===== src/bcrr_pkg.sv =====
`timescale 1ns / 1ps
package bcrr_pkg;

  localparam int MAX_SECTIONS = 8;
  localparam int QSHIFT = 16;
  localparam int MAX_FACTOR = 64;

  typedef enum logic [1:0] {
    KIND_SAMPLE = 2'd0,
    KIND_COEF   = 2'd1,
    KIND_START  = 2'd2
  } kind_t;

  typedef enum logic [2:0] {
    SLOT_B0   = 3'd0,
    SLOT_B1   = 3'd1,
    SLOT_B2   = 3'd2,
    SLOT_A0   = 3'd3,
    SLOT_A1   = 3'd4,
    SLOT_A2   = 3'd5,
    SLOT_GAIN = 3'd6
  } slot_t;

  typedef enum logic [1:0] {
    CFG_UP       = 2'd0,
    CFG_DOWN     = 2'd1,
    CFG_SECTIONS = 2'd2
  } cfg_idx_t;

  typedef enum logic [1:0] {
    ST_IDLE  = 2'd0,
    ST_COUNT = 2'd1,
    ST_ISSUE = 2'd2
  } ctl_state_t;

  typedef struct packed {
    logic        valid;
    logic [47:0] v;
    logic        emit;
    logic        last;
  } link_t;

  typedef struct packed {
    logic        we;
    logic [2:0]  slot;
    logic [31:0] value;
  } coef_wr_t;

endpackage


===== src/bcrr_cell.sv =====
`timescale 1ns / 1ps
module bcrr_cell import bcrr_pkg::*; (
  input  logic     clk,
  input  logic     rst_n,
  input  logic     active,
  input  coef_wr_t coef_wr,
  input  link_t    up,
  output logic     up_ready,
  output link_t    down,
  input  logic     dn_ready,
  output logic     idle
);

  logic [31:0] c0_r, c1_r, c2_r, c4_r, c5_r, g_r;
  logic        busy_r, busy_nxt;
  logic        ov_r, ov_nxt;
  logic [2:0]  opk_r, opk_nxt;
  logic        hi_r, hi_nxt;
  logic [47:0] v_r, v_nxt;
  logic        emit_r, emit_nxt, last_r, last_nxt;
  logic [47:0] res_r, res_nxt;
  logic [31:0] t_r, t_nxt;
  logic [31:0] d0_r, d0_nxt, d1_r, d1_nxt;
  logic [63:0] acc_r, acc_nxt;
  logic [47:0] ov_v_r, ov_v_nxt;
  logic        ov_emit_r, ov_emit_nxt, ov_last_r, ov_last_nxt;

  logic signed [31:0] coef;
  logic        [47:0] opd;
  logic signed [24:0] mul_b;
  logic signed [56:0] prod;
  logic        [63:0] pw, full;
  logic        [31:0] mid;
  logic               accept;

  assign up_ready = !busy_r && !ov_r;
  assign accept   = up.valid && up_ready;
  assign idle     = !busy_r && !ov_r;

  assign down.valid = ov_r;
  assign down.v     = ov_v_r;
  assign down.emit  = ov_emit_r;
  assign down.last  = ov_last_r;

  always_comb begin
    case (opk_r)
      3'd0: coef = c0_r;
      3'd1: coef = c1_r;
      3'd2: coef = c4_r;
      3'd3: coef = c2_r;
      3'd4: coef = c5_r;
      default: coef = g_r;
    endcase
    case (opk_r)
      3'd2, 3'd4: opd = res_r;
      3'd5: opd = {{16{res_r[31]}}, res_r[31:0]};
      default: opd = v_r;
    endcase
  end

  assign mul_b = hi_r ? {opd[47], opd[47:24]} : {1'b0, opd[23:0]};
  assign prod  = coef * mul_b;
  assign pw    = {{7{prod[56]}}, prod};
  assign full  = acc_r + (pw << 24);
  assign mid   = full[47:16];

  always_comb begin
    busy_nxt    = busy_r;
    ov_nxt      = ov_r;
    opk_nxt     = opk_r;
    hi_nxt      = hi_r;
    v_nxt       = v_r;
    emit_nxt    = emit_r;
    last_nxt    = last_r;
    res_nxt     = res_r;
    t_nxt       = t_r;
    d0_nxt      = d0_r;
    d1_nxt      = d1_r;
    acc_nxt     = acc_r;
    ov_v_nxt    = ov_v_r;
    ov_emit_nxt = ov_emit_r;
    ov_last_nxt = ov_last_r;
    if (ov_r && dn_ready) begin
      ov_nxt = 1'b0;
    end
    if (accept) begin
      if (active) begin
        busy_nxt = 1'b1;
        v_nxt    = up.v;
        emit_nxt = up.emit;
        last_nxt = up.last;
        opk_nxt  = 3'd0;
        hi_nxt   = 1'b0;
      end else begin
        ov_nxt      = 1'b1;
        ov_v_nxt    = up.v;
        ov_emit_nxt = up.emit;
        ov_last_nxt = up.last;
      end
    end
    if (busy_r) begin
      if (!hi_r) begin
        acc_nxt = pw;
        hi_nxt  = 1'b1;
      end else begin
        hi_nxt  = 1'b0;
        opk_nxt = opk_r + 3'd1;
        case (opk_r)
          3'd0: res_nxt = full[63:16] + {{16{d0_r[31]}}, d0_r};
          3'd1: t_nxt = mid;
          3'd2: d0_nxt = t_r - mid + d1_r;
          3'd3: t_nxt = mid;
          3'd4: d1_nxt = t_r - mid;
          default: begin
            busy_nxt    = 1'b0;
            ov_nxt      = 1'b1;
            ov_v_nxt    = full[63:16];
            ov_emit_nxt = emit_r;
            ov_last_nxt = last_r;
          end
        endcase
      end
    end
  end

  always_ff @(posedge clk) begin
    if (!rst_n) begin
      busy_r <= 1'b0;
      ov_r   <= 1'b0;
      opk_r  <= 3'd0;
      hi_r   <= 1'b0;
      d0_r   <= 32'd0;
      d1_r   <= 32'd0;
    end else begin
      busy_r <= busy_nxt;
      ov_r   <= ov_nxt;
      opk_r  <= opk_nxt;
      hi_r   <= hi_nxt;
      d0_r   <= d0_nxt;
      d1_r   <= d1_nxt;
    end
    v_r       <= v_nxt;
    emit_r    <= emit_nxt;
    last_r    <= last_nxt;
    res_r     <= res_nxt;
    t_r       <= t_nxt;
    acc_r     <= acc_nxt;
    ov_v_r    <= ov_v_nxt;
    ov_emit_r <= ov_emit_nxt;
    ov_last_r <= ov_last_nxt;
  end

  always_ff @(posedge clk) begin
    if (coef_wr.we) begin
      case (coef_wr.slot)
        SLOT_B0:   c0_r <= coef_wr.value;
        SLOT_B1:   c1_r <= coef_wr.value;
        SLOT_B2:   c2_r <= coef_wr.value;
        SLOT_A1:   c4_r <= coef_wr.value;
        SLOT_A2:   c5_r <= coef_wr.value;
        SLOT_GAIN: g_r  <= coef_wr.value;
        default: ;
      endcase
    end
  end

`ifndef NO_ASSERTIONS
  a_no_take_busy: assert property (@(posedge clk) disable iff (!rst_n)
    busy_r |-> !up_ready) else $error("cell took an item while busy");
  a_op_range: assert property (@(posedge clk) disable iff (!rst_n)
    busy_r |-> opk_r <= 3'd5) else $error("cell operation out of range");
  a_finish: assert property (@(posedge clk) disable iff (!rst_n)
    (busy_r && hi_r && opk_r == 3'd5) |=> (ov_r && !busy_r))
    else $error("cell result not presented");
`endif

endmodule


===== config.mk =====
export PLATFORM = sky130hd
export DESIGN_NAME = bcrr_cell
export DESIGN_NICKNAME = d
export VERILOG_FILES = /design/src/bcrr_pkg.sv /design/src/bcrr_cell.sv
export SDC_FILE = /design/constraint.sdc
export NUM_CORES = 2
export LEC_CHECK = 0
export BUFFER_PORTS_ARGS = -buffer_cell sky130_fd_sc_hd__buf_4
export CORE_MARGIN = 2
export CORE_UTILIZATION = 60
export DETAILED_ROUTE_END_ITERATION = 12
export GPL_ROUTABILITY_DRIVEN = 1
export GPL_TIMING_DRIVEN = 0
export PLACE_DENSITY_LB_ADDON = 0.2
export SYNTH_ARGS = -nofsm -noshare
export SYNTH_HDL_FRONTEND = slang
export SYNTH_SLANG_ARGS = --single-unit

===== constraint.sdc =====
create_clock -name clk -period 14.3 [get_ports clk]
set_input_delay 4.29 -clock clk [delete_from_list [all_inputs] [get_ports clk]]
set_output_delay 4.29 -clock clk [all_outputs]
set_load 0.01 [all_outputs]

==> summary.txt <==
Outcome
  • Status: complete, but fails checks
  • Failing checks: capacitance limit

Synthesis
  • Top_reg_cell synth: edfxtp_1
  • Synth Register Bits: between 400 and 500
  • Most instantiated library cell after synthesis: inv_1
  • Mapped Nets: between 6000 and 7000
  • Register area share after synthesis: 25.17%
  • Cell Area, Synth: around 53000 um^2
  • Top cells by area, synth: fa_1, edfxtp_1, ha_1, inv_1, nand2_1
  • Syn_area_per_cell: about 9.8 um^2
  • Yosys warns: 0
  • Synth unique cells: 89
  • Number of synthesized flops with an enable pin: between 300 and 400
  • Most frequent cells after synthesis: inv_1, fa_1, nand2_1
  • Cells after synthesis: 5400
  • Synth top area share: between 30% and 40%
  • Asr flop ratio synth: 0%
  • Post-synth top area cell: fa_1

GRT
  • GRT Total Usage: between 40% and 50%
  • GRT overflow: 0
  • Antenna violations before repair: 5
  • Vias in the first global route: approximately 43000
  • Largest net degree at the start of global routing: 42
  • First-pass GRT wire length: between 200000 and 300000 um

Final layout
  • Post-Layout Cell Count: ~7000
  • Layout Nets: approximately 7000
  • Fin util: 66.86%
  • Synth-to-Final Area Change: 10.10%
  • Share of cells above drive strength 1: around 8.8%
  • Filler cell count: 7000

Timing
  • Final setup fails: 0
  • Final setup skew: approximately 0.06 ns
  • Slew at the pin with the worst max-slew slack: 1.488 ns
  • Fmax: 0.07162 GHz
  • Final Hold Violating Endpoints: 0
  • Slew headroom: less than 1%
  • Final Max Slew Viols: 0
  • RSZ-0062 raised after global routing: yes
  • Post-route clock period utilization: 97.64%
  • Tmin final: 13.96 ns
  • Hold slack: about 0.45 ns

Clock network
  • H-tree depth: 2
  • CTS clk-pin slew, worst paths: roughly 0.070 ns
  • Clk_lat worst skew: ~0.65 ns
  • CTS tree: yes
  • CTS Buf Count: 52
  • Max clock buf depth: 3
  • CTS Root Cell: clkbuf_16
  • Hold_buf cts: 0
  • Clock Sinks: roughly 480

Die
  • Rows: ~110
  • Die height: roughly 300 um
  • DIE AREA: 90470 um^2
  • Ports: around 140
  • Initial Utilization: 60.73%
  • Core area: just under 90000 um^2
  • Die W: about 300 um

Detailed routing
  • Via count: roughly 42000
  • Vias per inst: roughly 6.1
  • WL/cell: about 28 um
  • Final Routed Wirelength: 191700 um
  • Post-DRT Antenna Nets: 0
  • Initial DRC Count: approximately 4600
  • Drt drc: 0
  • Pre-antenna DRT Iters: 10

Placement
  • Cells after DPL: 6729
  • DP HPWL: 158900 um
  • Final Wtd Congestion: 1.031
  • PortBufs: between 100 and 150

Critical path
  • Worst reg2reg startpoint: opk_r[0]$_SDFF_PN0_
  • R2R Path End: d0_r[31]$_SDFFE_PN0P_
  • Crit end category: flop
  • Critical Path End: d0_r[31]$_SDFFE_PN0P_
  • Crit path required time: about 15 ns
  • Worst Setup SP: opk_r[0]$_SDFF_PN0_
  • Internal reg-to-reg setup slack: approximately 0.34 ns
  • Critical Path Start Type: flop
  • Crit-path max cell delay: 1.00 ns
  • Worst R2R Path Depth: 47
  • CP Class: reg -> reg
  • CP max stage cell: xor2_1
  • CP Data Arrival Time: 14.47 ns
  • Critical Path Fanout Max: 10

Min path
  • Hold Path Class: reg -> reg

Job
  • Max-Cap Viols: 1
## cell families after synthesis
family	Yosys count	share of synthesized area, %
multiplexers	78	1.608
AND/OR/NAND/NOR	1522	12.17
buffers and inverters	1108	7.915
XOR/XNOR	191	3.260
adder cells (fa/ha/maj)	1132	38.48
flip-flops	483	25.17
AO/OA/AOI/OAI	886	11.40
## how the worst min path moves through the flow
stage                                start                 to  slack [ns]  depth (start not counted)
final                     last_r$_DFFE_PP_  ov_last_r$_DFF_P_        0.45                          2
after global routing      last_r$_DFFE_PP_  ov_last_r$_DFF_P_        0.48                          2
after CTS                 last_r$_DFFE_PP_  ov_last_r$_DFF_P_        0.46                          2
after detailed placement  last_r$_DFFE_PP_  ov_last_r$_DFF_P_        0.44                          2
after global placement    emit_r$_DFFE_PP_  ov_emit_r$_DFF_P_        0.44                          2
after floorplan           emit_r$_DFFE_PP_  ov_emit_r$_DFF_P_        0.42                          2
## state kept, by name, indices dropped and copies added (netlist names), 41 cells and up
register  flops
ov_v_r       48
res_r        48
v_r          48
acc_r        41
## routing by layer
layer  share of wire (%)  global-route usage (%)  up-vias
li1                    -                       -    17954
met1                  37                   56.75    20856
met2                  44                   65.73     2516
met3                  12                   10.83      544
met4                 7.7                   26.83        6
met5               0.059                       0        -
## area by class of cell
class | instances | area (um^2) | area share [%]
Clock inverter | 38 | 480.5 | 0.8258
Multi-Input combinational cell | 3809 | 35710 | 61.37
Buffer | 228 | 1023 | 1.759
Timing Repair Buffer | 180 | 1602 | 2.753
Sequential cell | 483 | 13300 | 22.87
Inverter | 867 | 3254 | 5.593
Clock buffer | 59 | 1349 | 2.318
Tap cell | 1155 | 1445 | 2.484
Antenna cell | 7 | 17.52 | 0.03011
## cells in the final DEF (no fill, tap or decap), types with 12 or more instances in the layout
cell type and count:
clkbuf_2 51, and3_1 24, o21ai_2 15, o21bai_1 21
nor3_1 23, buf_4 161, inv_1 865, edfxtp_1 363
and2_1 42, clkbuf_16 53, nand4_1 27, a21o_1 129
o21ai_1 35, ha_1 305, buf_1 12, a31oi_1 21
mux2_2 35, a221oi_1 17, o21a_1 56, a222oi_1 32
xnor2_1 123, xor2_1 59, nor2b_1 41, and2_0 14
nor2_1 487, nand2_1 700, dfxtp_1 119, a21oi_1 199
nand3_1 81, clkbuf_4 16, fa_1 823, a211oi_1 43
a21boi_0 33, o21ai_0 136, clkbuf_1 139, mux2i_1 40
o211ai_1 19, nand2b_1 29
## per-stage QoR
stage | area [um^2] | setup TNS [ns] | worst slack (ns)
floorplan | 52850 | 0 | 2.315
global placement | 55360 | -76.57 | -2.544
detailed placement | 55920 | -35.94 | -2.145
CTS | 57930 | 0 | 0.008932
global route | 58170 | -0.1228 | -0.08205
finish | 58180 | 0 | 0.3381
## repair_timing
item | in CTS | in global routing
pin swaps | 1 | 1
buffers inserted | 2 | 4
endpoints found under the setup margin | 41 | 20
gates resized for setup | 84 | 134
## worst max-delay path: cells and delay by family, from the launching register on
kind	cells	cell delay (ns)
xor+xnor	4	1.55
flops	1	0.40
simple gates	11	2.07
compound gates	11	2.55
fa+ha+maj	12	5.32
buf+inv	9	1.94
Power is left out: the tool's default activity adds up to more than one toggle a clock period on the data nets, which glitch-free logic cannot reach.
